$ cat src/design/ladrc_pkg.sv
// ----------------------------------------------------------------------------
// ladrc_pkg
// Shared types, constants and the microcode program of the first-order
// linear ADRC controller.
// ----------------------------------------------------------------------------
package ladrc_pkg;

    // Default numeric format: Q16.16 inputs, 48-bit observer states.
    localparam int FRAC_BITS_DEF   = 16;
    localparam int STATE_WIDTH_DEF = 48;

    // Fixed widths of the words on the ports and of the internal magnitude path.
    localparam int WORD_W = 32;
    localparam int MAG_W  = 64;
    localparam int PROD_W = 96;

    // The restoring divider produces one quotient bit per step.
    localparam int DIV_BITS = 32;
    localparam int CNT_W    = $clog2(DIV_BITS);

    // Program counter width and the address of the divider loop step.
    localparam int PC_W = 6;
    localparam logic [PC_W-1:0] PC_DIV_LOOP = PC_W'(48);

    typedef enum logic [3:0] {
        OP_NOP,   // no datapath action
        OP_LDA,   // acc = operand
        OP_ADD,   // acc = sat(acc + operand)
        OP_SUB,   // acc = sat(acc - operand)
        OP_STA,   // operand register = acc
        OP_MAG,   // magnitude and sign of operand
        OP_MLO,   // low partial product with coefficient
        OP_MHI,   // high partial product with coefficient
        OP_NRM,   // sum, shift and saturate the product magnitude
        OP_SGN,   // acc = signed product
        OP_DVI,   // divider setup and overflow check
        OP_DVS,   // one restoring division step
        OP_QST,   // saturate and sign the quotient
        OP_CLP    // clamp, store last drive, emit result
    } t_op;

    typedef enum logic [3:0] {
        SRC_ACC,
        SRC_SP,
        SRC_FB,
        SRC_Z0,
        SRC_Z1,
        SRC_U,
        SRC_WOE,
        SRC_D0,
        SRC_D1
    } t_src;

    typedef enum logic [1:0] {
        CF_WC,
        CF_WO,
        CF_B0,
        CF_TS
    } t_coef;

    typedef enum logic {
        SH_FRAC,  // shift by the fraction width (Q16.16 factor)
        SH_WORD   // shift by a full word (Q0.32 factor)
    } t_shf;

    typedef enum logic [1:0] {
        JMP_NONE,  // fall through
        JMP_LOOP,  // jump to target while the loop counter is nonzero
        JMP_END    // end of program, wait for the output slot
    } t_jmp;

    typedef struct packed {
        t_op             op;
        t_src            src;
        t_coef           coef;
        t_shf            shf;
        t_jmp            jmp;
        logic [PC_W-1:0] target;
    } t_ctl;

    function automatic t_ctl cw(t_op op, t_src src, t_coef cf, t_shf sh, t_jmp jp,
                                logic [PC_W-1:0] tgt);
        t_ctl w;
        w.op     = op;
        w.src    = src;
        w.coef   = cf;
        w.shf    = sh;
        w.jmp    = jp;
        w.target = tgt;
        return w;
    endfunction

    // Plain register step.
    function automatic t_ctl st(t_op op, t_src src);
        return cw(op, src, CF_WC, SH_FRAC, JMP_NONE, '0);
    endfunction

    // Multiplier step.
    function automatic t_ctl mu(t_op op, t_coef cf, t_shf sh);
        return cw(op, SRC_ACC, cf, sh, JMP_NONE, '0);
    endfunction

    function automatic t_ctl nop_word();
        return cw(OP_NOP, SRC_ACC, CF_WC, SH_FRAC, JMP_NONE, '0);
    endfunction

    // The control program, one word per step.
    function automatic t_ctl rom_word(logic [PC_W-1:0] pc);
        t_ctl w;
        case (int'(pc))
            // Observer error e = fb - z0, then wo*e.
            0:  w = st(OP_LDA, SRC_FB);
            1:  w = st(OP_SUB, SRC_Z0);
            2:  w = st(OP_MAG, SRC_ACC);
            3:  w = mu(OP_MLO, CF_WO, SH_FRAC);
            4:  w = mu(OP_MHI, CF_WO, SH_FRAC);
            5:  w = mu(OP_NRM, CF_WO, SH_FRAC);
            6:  w = st(OP_SGN, SRC_ACC);
            7:  w = st(OP_STA, SRC_WOE);
            // d0 = 2*wo*e + z1 + b0*u.
            8:  w = st(OP_ADD, SRC_WOE);
            9:  w = st(OP_ADD, SRC_Z1);
            10: w = st(OP_STA, SRC_D0);
            11: w = st(OP_MAG, SRC_U);
            12: w = mu(OP_MLO, CF_B0, SH_FRAC);
            13: w = mu(OP_MHI, CF_B0, SH_FRAC);
            14: w = mu(OP_NRM, CF_B0, SH_FRAC);
            15: w = st(OP_SGN, SRC_ACC);
            16: w = st(OP_ADD, SRC_D0);
            17: w = st(OP_STA, SRC_D0);
            // d1 = (wo*e)*wo.
            18: w = st(OP_MAG, SRC_WOE);
            19: w = mu(OP_MLO, CF_WO, SH_FRAC);
            20: w = mu(OP_MHI, CF_WO, SH_FRAC);
            21: w = mu(OP_NRM, CF_WO, SH_FRAC);
            22: w = st(OP_SGN, SRC_ACC);
            23: w = st(OP_STA, SRC_D1);
            // z0 += ts*d0.
            24: w = st(OP_MAG, SRC_D0);
            25: w = mu(OP_MLO, CF_TS, SH_WORD);
            26: w = mu(OP_MHI, CF_TS, SH_WORD);
            27: w = mu(OP_NRM, CF_TS, SH_WORD);
            28: w = st(OP_SGN, SRC_ACC);
            29: w = st(OP_ADD, SRC_Z0);
            30: w = st(OP_STA, SRC_Z0);
            // z1 += ts*d1.
            31: w = st(OP_MAG, SRC_D1);
            32: w = mu(OP_MLO, CF_TS, SH_WORD);
            33: w = mu(OP_MHI, CF_TS, SH_WORD);
            34: w = mu(OP_NRM, CF_TS, SH_WORD);
            35: w = st(OP_SGN, SRC_ACC);
            36: w = st(OP_ADD, SRC_Z1);
            37: w = st(OP_STA, SRC_Z1);
            // Control law numerator wc*(sp - z0) - z1.
            38: w = st(OP_LDA, SRC_SP);
            39: w = st(OP_SUB, SRC_Z0);
            40: w = st(OP_MAG, SRC_ACC);
            41: w = mu(OP_MLO, CF_WC, SH_FRAC);
            42: w = mu(OP_MHI, CF_WC, SH_FRAC);
            43: w = mu(OP_NRM, CF_WC, SH_FRAC);
            44: w = st(OP_SGN, SRC_ACC);
            45: w = st(OP_SUB, SRC_Z1);
            // Divide by b0, saturate, clamp.
            46: w = st(OP_MAG, SRC_ACC);
            47: w = st(OP_DVI, SRC_ACC);
            48: w = cw(OP_DVS, SRC_ACC, CF_B0, SH_FRAC, JMP_LOOP, PC_DIV_LOOP);
            49: w = st(OP_QST, SRC_ACC);
            50: w = cw(OP_CLP, SRC_ACC, CF_WC, SH_FRAC, JMP_END, '0);
            default: w = cw(OP_NOP, SRC_ACC, CF_WC, SH_FRAC, JMP_END, '0);
        endcase
        return w;
    endfunction

endpackage

$ cat src/design/first_order_ladrc_controller_unit.sv
// ----------------------------------------------------------------------------
// first_order_ladrc_controller_unit
// First-order linear ADRC: extended state observer plus control law, run by
// a microcoded sequencer over a shared multiplier and a radix-2 divider.
// ----------------------------------------------------------------------------
// Usage:
//   Each slave-side word carries one setpoint and one measured value. The
//   block advances the two observer estimates by one forward Euler step,
//   computes the drive (wc*(setpoint - z0) - z1) / b0, clamps it to the
//   drive limits, keeps it for the next observer step and sends it as one
//   master-side word.
//   The program runs the one-bit-per-cycle divider loop and the six
//   products, each taking five steps of the single 32x32 multiplier. A new
//   word can be accepted in the cycle after the result is loaded, so the
//   block works on one word at a time.
//   The output register separates the two sides: s_axis_tready returns high
//   while a finished drive still waits. If the receiver stalls and the next
//   drive is ready, the program holds on its last step until the register
//   is free; nothing is lost.
//   Reset (synchronous, active low) clears the observer estimates and the
//   stored drive to zero and loads the register defaults. The user must write
//   registers via the plain write port only while the block is idle (not enforced).
// ----------------------------------------------------------------------------
module first_order_ladrc_controller_unit #(
    parameter int FRAC_BITS   = ladrc_pkg::FRAC_BITS_DEF,
    parameter int STATE_WIDTH = ladrc_pkg::STATE_WIDTH_DEF
) (
    input  logic        i_clk,
    input  logic        i_rst_n,
    // Register write port.
    input  logic        i_cfg_wr_en,
    input  logic [2:0]  i_cfg_addr,
    input  logic [31:0] i_cfg_wdata,
    // Slave side.
    input  logic        s_axis_tvalid,
    output logic        s_axis_tready,
    input  logic [63:0] s_axis_tdata,   // [31:0] setpoint, [63:32] measured
    // Master side.
    output logic        m_axis_tvalid,
    input  logic        m_axis_tready,
    output logic [31:0] m_axis_tdata    // [31:0] drive
);

    localparam logic [2:0] REG_CTRL_BW   = 3'd0;
    localparam logic [2:0] REG_OBS_BW    = 3'd1;
    localparam logic [2:0] REG_GAIN      = 3'd2;
    localparam logic [2:0] REG_PERIOD    = 3'd3;
    localparam logic [2:0] REG_DRV_UPPER = 3'd4;
    localparam logic [2:0] REG_DRV_LOWER = 3'd5;

    // Configuration registers.
    logic [31:0]        r_ctrl_bandwidth;
    logic [31:0]        r_observer_bandwidth;
    logic [30:0]        r_input_gain;
    logic [31:0]        r_sample_period;
    logic signed [31:0] r_drive_upper;
    logic signed [31:0] r_drive_lower;

    // Output register.
    logic               r_out_valid;
    logic [31:0]        r_out_data;

    logic               w_busy;
    logic               w_in_accept;
    logic               w_hold;
    logic               w_out_load;
    logic signed [31:0] w_drive;
    ladrc_pkg::t_ctl    w_ctl;

    assign s_axis_tready = !w_busy;
    assign w_in_accept   = s_axis_tvalid && !w_busy;

    // The last program step may only finish when the output register is free.
    assign w_hold     = r_out_valid && !m_axis_tready;
    assign w_out_load = (w_ctl.op == ladrc_pkg::OP_CLP) && !w_hold;

    assign m_axis_tvalid = r_out_valid;
    assign m_axis_tdata  = r_out_data;

    always_ff @(posedge i_clk) begin
        if (!i_rst_n) begin
            r_ctrl_bandwidth     <= 32'd65536;
            r_observer_bandwidth <= 32'd65536;
            r_input_gain         <= 31'd65536;
            r_sample_period      <= 32'd4294967;
            r_drive_upper        <= 32'sh7FFF_FFFF;
            r_drive_lower        <= 32'sh8000_0000;
        end else if (i_cfg_wr_en) begin
            case (i_cfg_addr)
                REG_CTRL_BW:   r_ctrl_bandwidth     <= i_cfg_wdata;
                REG_OBS_BW:    r_observer_bandwidth <= i_cfg_wdata;
                REG_GAIN:      r_input_gain         <= i_cfg_wdata[30:0];
                REG_PERIOD:    r_sample_period      <= i_cfg_wdata;
                REG_DRV_UPPER: r_drive_upper        <= i_cfg_wdata;
                REG_DRV_LOWER: r_drive_lower        <= i_cfg_wdata;
                default: begin
                end
            endcase
        end
    end

    always_ff @(posedge i_clk) begin
        if (!i_rst_n) begin
            r_out_valid <= 1'b0;
        end else if (w_out_load) begin
            r_out_valid <= 1'b1;
        end else if (m_axis_tready) begin
            r_out_valid <= 1'b0;
        end
    end

    always_ff @(posedge i_clk) begin
        if (w_out_load) begin
            r_out_data <= w_drive;
        end
    end

    ladrc_seq u_seq (
        .i_clk   (i_clk),
        .i_rst_n (i_rst_n),
        .i_start (w_in_accept),
        .i_hold  (w_hold),
        .o_busy  (w_busy),
        .o_ctl   (w_ctl)
    );

    ladrc_dp #(
        .FRAC_BITS   (FRAC_BITS),
        .STATE_WIDTH (STATE_WIDTH)
    ) u_dp (
        .i_clk                (i_clk),
        .i_rst_n              (i_rst_n),
        .i_ctl                (w_ctl),
        .i_load               (w_in_accept),
        .i_setpoint           (s_axis_tdata[31:0]),
        .i_measured           (s_axis_tdata[63:32]),
        .i_ctrl_bandwidth     (r_ctrl_bandwidth),
        .i_observer_bandwidth (r_observer_bandwidth),
        .i_input_gain         (r_input_gain),
        .i_sample_period      (r_sample_period),
        .i_drive_upper        (r_drive_upper),
        .i_drive_lower        (r_drive_lower),
        .o_drive              (w_drive)
    );

endmodule

$ cat src/design/ladrc_seq.sv
// ----------------------------------------------------------------------------
// ladrc_seq
// Microcode sequencer: step counter, loop counter and control store.
// ----------------------------------------------------------------------------
module ladrc_seq (
    input  logic               i_clk,
    input  logic               i_rst_n,
    input  logic               i_start,
    input  logic               i_hold,
    output logic               o_busy,
    output ladrc_pkg::t_ctl    o_ctl
);

    logic                            r_busy;
    logic [ladrc_pkg::PC_W-1:0]      r_pc;
    logic [ladrc_pkg::CNT_W-1:0]     r_cnt;
    ladrc_pkg::t_ctl                 w_word;

    assign w_word = ladrc_pkg::rom_word(r_pc);
    assign o_ctl  = r_busy ? w_word : ladrc_pkg::nop_word();
    assign o_busy = r_busy;

    always_ff @(posedge i_clk) begin
        if (!i_rst_n) begin
            r_busy <= 1'b0;
            r_pc   <= '0;
            r_cnt  <= '0;
        end else if (!r_busy) begin
            if (i_start) begin
                r_busy <= 1'b1;
                r_pc   <= '0;
                r_cnt  <= ladrc_pkg::CNT_W'(ladrc_pkg::DIV_BITS - 1);
            end
        end else begin
            case (w_word.jmp)
                ladrc_pkg::JMP_NONE: begin
                    r_pc <= r_pc + 1'b1;
                end
                ladrc_pkg::JMP_LOOP: begin
                    if (r_cnt != '0) begin
                        r_cnt <= r_cnt - 1'b1;
                        r_pc  <= w_word.target;
                    end else begin
                        r_pc <= r_pc + 1'b1;
                    end
                end
                ladrc_pkg::JMP_END: begin
                    // The last step repeats until the output register is free.
                    if (!i_hold) begin
                        r_busy <= 1'b0;
                        r_pc   <= '0;
                    end
                end
                default: begin
                    r_busy <= 1'b0;
                    r_pc   <= '0;
                end
            endcase
        end
    end

endmodule

$ cat src/design/ladrc_dp.sv
// ----------------------------------------------------------------------------
// ladrc_dp
// Datapath: accumulator, saturating adder, shared 32x32 multiplier and
// restoring divider, driven by one control word per cycle.
// ----------------------------------------------------------------------------
module ladrc_dp #(
    parameter int FRAC_BITS   = ladrc_pkg::FRAC_BITS_DEF,
    parameter int STATE_WIDTH = ladrc_pkg::STATE_WIDTH_DEF
) (
    input  logic                               i_clk,
    input  logic                               i_rst_n,
    input  ladrc_pkg::t_ctl                    i_ctl,
    input  logic                               i_load,
    input  logic signed [ladrc_pkg::WORD_W-1:0] i_setpoint,
    input  logic signed [ladrc_pkg::WORD_W-1:0] i_measured,
    input  logic        [31:0]                 i_ctrl_bandwidth,
    input  logic        [31:0]                 i_observer_bandwidth,
    input  logic        [30:0]                 i_input_gain,
    input  logic        [31:0]                 i_sample_period,
    input  logic signed [ladrc_pkg::WORD_W-1:0] i_drive_upper,
    input  logic signed [ladrc_pkg::WORD_W-1:0] i_drive_lower,
    output logic signed [ladrc_pkg::WORD_W-1:0] o_drive
);

    localparam int SW     = STATE_WIDTH;
    localparam int MAG_W  = ladrc_pkg::MAG_W;
    localparam int PROD_W = ladrc_pkg::PROD_W;
    localparam int WORD_W = ladrc_pkg::WORD_W;
    localparam int DFW    = MAG_W + FRAC_BITS;
    localparam int DHW    = DFW - 32;

    localparam logic signed [SW-1:0] SMAX = {1'b0, {(SW-1){1'b1}}};
    localparam logic signed [SW-1:0] SMIN = ~SMAX;
    localparam logic [MAG_W:0]       NEG_LIM_X = (MAG_W+1)'(1) << (SW-1);
    localparam logic [MAG_W-1:0]     NEG_LIM = NEG_LIM_X[MAG_W-1:0];
    localparam logic [MAG_W-1:0]     POS_LIM = NEG_LIM - 1'b1;
    localparam logic [WORD_W-1:0]    Q_NEG_LIM = {1'b1, {(WORD_W-1){1'b0}}};
    localparam logic [WORD_W-1:0]    Q_POS_LIM = {1'b0, {(WORD_W-1){1'b1}}};

    // Architectural state.
    logic signed [SW-1:0]     r_z0;
    logic signed [SW-1:0]     r_z1;
    logic signed [WORD_W-1:0] r_u;

    // Working registers.
    logic signed [SW-1:0]     r_acc;
    logic signed [WORD_W-1:0] r_sp;
    logic signed [WORD_W-1:0] r_fb;
    logic signed [SW-1:0]     r_woe;
    logic signed [SW-1:0]     r_d0;
    logic signed [SW-1:0]     r_d1;
    logic [MAG_W-1:0]         r_mag;
    logic                     r_neg;
    logic [MAG_W-1:0]         r_pa;
    logic [MAG_W-1:0]         r_pb;
    logic                     r_ovf;
    logic [30:0]              r_rem;
    logic [31:0]              r_dlo;
    logic [31:0]              r_quo;
    logic signed [WORD_W-1:0] r_res;

    logic signed [SW-1:0]     w_opnd;
    logic [31:0]              w_coef;
    logic signed [SW:0]       w_sum;
    logic signed [SW:0]       w_dif;
    logic signed [SW-1:0]     w_add_sat;
    logic signed [SW-1:0]     w_sub_sat;
    logic signed [MAG_W-1:0]  w_opnd_x;
    logic [MAG_W-1:0]         w_opnd_mag;
    logic [31:0]              w_mul_a;
    logic [MAG_W-1:0]         w_mul;
    logic [PROD_W-1:0]        w_prod;
    logic [PROD_W-1:0]        w_prod_shr;
    logic                     w_prod_over;
    logic [MAG_W-1:0]         w_nrm;
    logic [MAG_W-1:0]         w_neg_mag;
    logic [DFW-1:0]           w_dfull;
    logic [DHW-1:0]           w_dhi;
    logic [31:0]              w_trial;
    logic                     w_ge;
    logic [31:0]              w_b0x;
    logic [31:0]              w_qval;
    logic signed [WORD_W-1:0] w_clip_hi;
    logic signed [WORD_W-1:0] w_clip;

    // Operand and coefficient selection.
    always_comb begin
        case (i_ctl.src)
            ladrc_pkg::SRC_ACC: w_opnd = r_acc;
            ladrc_pkg::SRC_SP:  w_opnd = SW'(r_sp);
            ladrc_pkg::SRC_FB:  w_opnd = SW'(r_fb);
            ladrc_pkg::SRC_Z0:  w_opnd = r_z0;
            ladrc_pkg::SRC_Z1:  w_opnd = r_z1;
            ladrc_pkg::SRC_U:   w_opnd = SW'(r_u);
            ladrc_pkg::SRC_WOE: w_opnd = r_woe;
            ladrc_pkg::SRC_D0:  w_opnd = r_d0;
            ladrc_pkg::SRC_D1:  w_opnd = r_d1;
            default:            w_opnd = r_acc;
        endcase
    end

    assign w_b0x = {1'b0, i_input_gain};

    always_comb begin
        case (i_ctl.coef)
            ladrc_pkg::CF_WC: w_coef = i_ctrl_bandwidth;
            ladrc_pkg::CF_WO: w_coef = i_observer_bandwidth;
            ladrc_pkg::CF_B0: w_coef = w_b0x;
            ladrc_pkg::CF_TS: w_coef = i_sample_period;
            default:          w_coef = i_ctrl_bandwidth;
        endcase
    end

    // Saturating add and subtract: exact result one bit wider, then clipped.
    assign w_sum = (SW+1)'(r_acc) + (SW+1)'(w_opnd);
    assign w_dif = (SW+1)'(r_acc) - (SW+1)'(w_opnd);
    assign w_add_sat = (w_sum[SW] != w_sum[SW-1]) ? (w_sum[SW] ? SMIN : SMAX)
                                                  : w_sum[SW-1:0];
    assign w_sub_sat = (w_dif[SW] != w_dif[SW-1]) ? (w_dif[SW] ? SMIN : SMAX)
                                                  : w_dif[SW-1:0];

    // Magnitude of the operand; the most negative value maps to its exact size.
    assign w_opnd_x   = MAG_W'(w_opnd);
    assign w_opnd_mag = w_opnd_x[MAG_W-1] ? MAG_W'(-w_opnd_x) : MAG_W'(w_opnd_x);

    // One 32x32 multiplier serves both halves of the magnitude.
    assign w_mul_a = (i_ctl.op == ladrc_pkg::OP_MHI) ? r_mag[MAG_W-1:32] : r_mag[31:0];
    assign w_mul   = MAG_W'(w_mul_a) * MAG_W'(w_coef);

    // Product normalization, truncating the magnitude.
    assign w_prod      = PROD_W'(r_pa) + {r_pb, 32'd0};
    assign w_prod_shr  = (i_ctl.shf == ladrc_pkg::SH_WORD) ? (w_prod >> 32)
                                                           : (w_prod >> FRAC_BITS);
    assign w_prod_over = |w_prod_shr[PROD_W-1:SW-1];
    assign w_nrm       = w_prod_over ? (r_neg ? NEG_LIM : POS_LIM) : w_prod_shr[MAG_W-1:0];
    assign w_neg_mag   = MAG_W'(-r_mag);

    // Divider: the dividend is the magnitude scaled up by the fraction width.
    assign w_dfull = {r_mag, {FRAC_BITS{1'b0}}};
    assign w_dhi   = w_dfull[DFW-1:32];
    assign w_trial = {r_rem, r_dlo[31]};
    assign w_ge    = (w_trial >= w_b0x);

    // Quotient saturation to the signed word range.
    always_comb begin
        if (r_mag == '0) begin
            w_qval = '0;
        end else if (r_ovf) begin
            w_qval = r_neg ? Q_NEG_LIM : Q_POS_LIM;
        end else if (r_neg) begin
            w_qval = (r_quo > Q_NEG_LIM) ? Q_NEG_LIM : r_quo;
        end else begin
            w_qval = (r_quo > Q_POS_LIM) ? Q_POS_LIM : r_quo;
        end
    end

    // Upper limit first, then lower, so the lower limit wins if they cross.
    assign w_clip_hi = (r_res > i_drive_upper) ? i_drive_upper : r_res;
    assign w_clip    = (w_clip_hi < i_drive_lower) ? i_drive_lower : w_clip_hi;
    assign o_drive   = w_clip;

    // Controller state.
    always_ff @(posedge i_clk) begin
        if (!i_rst_n) begin
            r_z0 <= '0;
            r_z1 <= '0;
            r_u  <= '0;
        end else begin
            if (i_ctl.op == ladrc_pkg::OP_STA) begin
                if (i_ctl.src == ladrc_pkg::SRC_Z0) begin
                    r_z0 <= r_acc;
                end
                if (i_ctl.src == ladrc_pkg::SRC_Z1) begin
                    r_z1 <= r_acc;
                end
            end
            if (i_ctl.op == ladrc_pkg::OP_CLP) begin
                r_u <= w_clip;
            end
        end
    end

    // Working registers.
    always_ff @(posedge i_clk) begin
        if (i_load) begin
            r_sp <= i_setpoint;
            r_fb <= i_measured;
        end
        case (i_ctl.op)
            ladrc_pkg::OP_LDA: r_acc <= w_opnd;
            ladrc_pkg::OP_ADD: r_acc <= w_add_sat;
            ladrc_pkg::OP_SUB: r_acc <= w_sub_sat;
            ladrc_pkg::OP_STA: begin
                if (i_ctl.src == ladrc_pkg::SRC_WOE) begin
                    r_woe <= r_acc;
                end
                if (i_ctl.src == ladrc_pkg::SRC_D0) begin
                    r_d0 <= r_acc;
                end
                if (i_ctl.src == ladrc_pkg::SRC_D1) begin
                    r_d1 <= r_acc;
                end
            end
            ladrc_pkg::OP_MAG: begin
                r_mag <= w_opnd_mag;
                r_neg <= w_opnd[SW-1];
            end
            ladrc_pkg::OP_MLO: r_pa <= w_mul;
            ladrc_pkg::OP_MHI: r_pb <= w_mul;
            ladrc_pkg::OP_NRM: r_mag <= w_nrm;
            ladrc_pkg::OP_SGN: r_acc <= r_neg ? w_neg_mag[SW-1:0] : r_mag[SW-1:0];
            ladrc_pkg::OP_DVI: begin
                // A quotient of 2^32 or more always saturates.
                r_ovf <= (w_dhi >= DHW'(w_b0x)) && (r_mag != '0);
                r_rem <= w_dhi[30:0];
                r_dlo <= w_dfull[31:0];
            end
            ladrc_pkg::OP_DVS: begin
                r_rem <= w_ge ? 31'(w_trial - w_b0x) : w_trial[30:0];
                r_dlo <= {r_dlo[30:0], 1'b0};
                r_quo <= {r_quo[30:0], w_ge};
            end
            ladrc_pkg::OP_QST: r_res <= r_neg ? WORD_W'(-w_qval) : WORD_W'(w_qval);
            default: begin
            end
        endcase
    end

endmodule

$ cat config.mk
export PLATFORM = sky130hd
export DESIGN_NAME = first_order_ladrc_controller_unit
export DESIGN_NICKNAME = d
export VERILOG_FILES = /design/src/design/ladrc_pkg.sv /design/src/design/first_order_ladrc_controller_unit.sv /design/src/design/ladrc_seq.sv /design/src/design/ladrc_dp.sv
export SDC_FILE = /design/constraint.sdc
export NUM_CORES = 2
export LEC_CHECK = 0
export ABC_AREA = 1
export BUFFER_PORTS_ARGS = -buffer_cell sky130_fd_sc_hd__clkbuf_2
export CORE_MARGIN = 4
export CORE_UTILIZATION = 45
export CTS_CLUSTER_DIAMETER = 50
export DETAILED_ROUTE_END_ITERATION = 12
export MAX_ROUTING_LAYER = met4
export PLACE_DENSITY = 0.62
export REMOVE_ABC_BUFFERS = 1
export SLEW_MARGIN = 30
export SYNTH_ARGS = -nofsm -noshare
export SYNTH_HDL_FRONTEND = slang
export SYNTH_SLANG_ARGS = --single-unit
$ cat constraint.sdc
create_clock -name i_clk -period 12.1 [get_ports i_clk]
set_input_delay 0 -clock i_clk [delete_from_list [all_inputs] [get_ports i_clk]]
set_output_delay 0 -clock i_clk [all_outputs]
set_load 0.1 [all_outputs]
==> results.md <==
* Period minus WS final at about 11000 ps
* Critical path data required time at 12670 ps
* Drt via density at 5.75
* CTS sink count at 922
* Place WS at 1640 ps
* CTS Hold Bufs at 170
* Drt total wl at 351000 um
* Area of the multi-input gates at ~55000 um2
* DR WL/cell at 25.9 um
* Max Slew Vio Count at 0
* Power Density at 122 nW/um2
* LEAKAGE at 43.8 nW
* Synth Instances at 10800
* Yosys Warn Count at 0
* CP Launch Type: flop
* Core area at 193000 um2
* Main synth FF type: edfxtp_1
* Initial antenna violation count at 13
* Top cell by count, worst path: fa_1
* Final nets at 12500
* Reg-to-Reg End: u_dp.r_pb[58]
* Filler cells at 18600
* Kind of critical path: flop to flop
* Post-DP HPWL at 270000 um
* Drt initial violations at 7727
* Port buffer count at around 140
* 1st-pass router iterations at 6
* Vias post-DR at 78200
* Total Power at about 12 mW
* Root buf cell: clkbuf_16
* Largest net degree at the start of global routing at 118
* Critical path endpoint category: flop
* Switching share of power at 40.4%
* Initial Utilization at a little under half
* Post-synth EDFFs at 577
* Min-Delay Path Class: input pin to flop
* Least-Margin Pin Slew at roughly 1000 ps
* Synthesized area per cell at 8.12 um2
* Layout Area Growth over Synthesis at 10.7%
* Die Height at 449 um
* Number of global-route vias before repair at 79000
* Peak supply drop at 0.130 mV
* Die width at 449 um
* Slowest stage delay, CP at 780 ps
* Comb pwr share at 39.0%
* Cells on worst reg2reg path at 32
* Layout Utilization at between 50% and 60%
* Post-Route Setup TNS at 0 ps
* Clock power frac at 30.1%
* Final hold vios at 0
* Crit-path max FO at 29
* Sequential cell area fraction in the yosys report at 27.7%
* Residual DRC at 0
* CTS Buf Count at 117
* Num ports at about 140
* Outcome: finished, final reports clean
* Critical Path AT at 11350 ps
* Worst-path clk slew at around 60 ps
* TritonCTS clock tree: built
* Finish-stage setup viols at 0
* Sw power at 4.79 mW
* Gr usage total at 35.3%
* CTS max path bufs at 3
* Synthesized area at 87600 um2
* RSZ-0062 raised after global routing: false
* Post-CTS sizing at 0
* H-tree levels at 3
* Max Cap Viol at 0
* Headroom to the max-slew limit at between 30% and 40%
* #FFs+latches synth at 922
* Async S/R FF share, synth at 0%
* Max Fclk at between 0.09 and 0.1 GHz
* Hold slack at about 75 ps
* Int Power at 7.08 mW
* Tcrit/Tclk final at 89.1%
* Die area at 202000 um2
* Post-DRT Antenna Nets at 0
* Final WS setup at 1320 ps
* Worst clock skew at just under 60 ps
* Distinct cells, synth at 78
* R2r setup slk at 1320 ps
* Total grt overflow at 0
* FP Rows at 161
* Routability Congestion at 1.04
* Setup Fix Bufs, Post-CTS at 0
* FF+latch area at 24200 um2
* Ratio of cells with drive above 1 in the final layout at 7.08%
* Slowest stage cell on the critical path: clkinv_1
* Flop pwr share at 30.9%
* First-pass GRT wire length at 517000 um
* Critical Path End: u_dp.r_pb[58]
* Worst-skew pair later-pin latency at roughly 760 ps
* Worst R2R Start: u_seq.o_busy
* Crit path from: u_seq.o_busy
## state kept, by name (all words and copies together), names as in the netlist, 48 cells and up
register	flops
u_dp.r_pb	64
u_dp.r_acc	48
u_dp.r_mag	64
u_dp.r_pa	48
u_dp.r_d1	48
u_dp.r_d0	48
u_dp.r_z0	48
u_dp.r_woe	48
u_dp.r_z1	48
## layout by cell type, fill, tap and decap left out, types with 37 or more instances in the layout
cell,instances
a21o_1,38
a21oi_1,592
a221oi_1,50
a31oi_1,61
buf_4,199
clkbuf_16,122
clkbuf_2,137
clkinv_1,37
dfxtp_1,345
dlygate4sd3_1,170
edfxtp_1,577
fa_1,900
ha_1,532
inv_1,1711
inv_2,42
nand2_1,1777
nand3_1,357
nand4_1,116
nor2_1,1490
nor3_1,90
o2111ai_1,38
o211ai_1,64
o21ai_0,674
o21ai_1,88
o21ai_2,58
or2_2,47
xnor2_1,72
xor2_1,203
## critical path: cells and delay by family, from the launching register on
family                     cells  cell delay [ps]
AOI/OAI and AO/OA              3              680
xor gates and xnor gates       1              250
adders and majority gates      9             4470
buffers and inverters          7             1970
DFF                            1              370
and+or+nand+nor               12             2850
## layer usage
metal	share of wire [%]	track usage (%)
met2	46	55.7
met1	38	42.3
met5	0	-
met4	7.9	22.5
met3	8.0	5.57
## worst min-delay path by stage
stage	cells past startpoint	slack [ps]	from	to
3_3_place_gp	1	180	s_axis_tdata[4]	u_dp.r_sp[4]
3_5_place_dp	1	180	s_axis_tdata[37]	u_dp.r_fb[5]
6_report	6	70	i_cfg_wr_en	r_drive_upper[0]
2_1_floorplan	1	80	i_rst_n	r_ctrl_bandwidth[16]
5_1_grt	6	110	i_cfg_wr_en	r_drive_upper[0]
4_1_cts	6	30	i_cfg_wr_en	r_drive_upper[0]
## synthesized netlist by cell type (81+ instances only)
library cell  instances  area, um2
nor2_1             1507       5660
clkbuf_1            358       1340
fa_1                900      18000
o21ai_0             690       3450
nor3_1               93        465
xor2_1              203       1780
edfxtp_1            577      17300
inv_1              1716       6440
a21oi_1             593       2970
nand2_1            1780       6680
nand4_1             116        726
ha_1                532       6660
o21ai_1              81        405
nand3_1             359       1800
dfxtp_1             345       6910
## through the flow
stage	area, um2	instances
6_report	96900	13600
5_1_grt	96900	13600
4_1_cts	96900	13600
3_5_place_dp	91200	13200
3_3_place_gp	91200	13200
2_1_floorplan	85600	10300
## power groups by stage
stage               Sequential [mW]  Clock, mW  Combinational [mW]
finish                         3.67       3.57                4.62
global route                   3.67       3.76                5.04
CTS                            3.66       3.62                4.58
detailed placement             3.73          0                4.50
global placement               3.73          0                4.51
floorplan                      3.70          0                2.76
## final cells by class
cell class	instances	share of cell area (%)
Clock inverter	68	0.767
Sequential cell	922	25.0
Antenna cell	9	0.0232
Multi-Input combinational cell	7617	56.6
Tap cell	2526	3.26
Inverter	1784	6.91
Clock buffer	154	3.37
Timing Repair Buffer	508	4.04
## logic make-up after synthesis
| logic type | share of synthesized area, % |
|---|---|
| AOI/OAI and AO/OA | 12.5 |
| xor gates and xnor gates | 2.75 |
| adders and majority gates | 28.2 |
| buffers and inverters | 9.97 |
| DFF | 27.7 |
| muxes | 0.149 |
| other | 0.00428 |
| and+or+nand+nor | 18.8 |
Note: power is estimated with default switching activity, not from simulation.
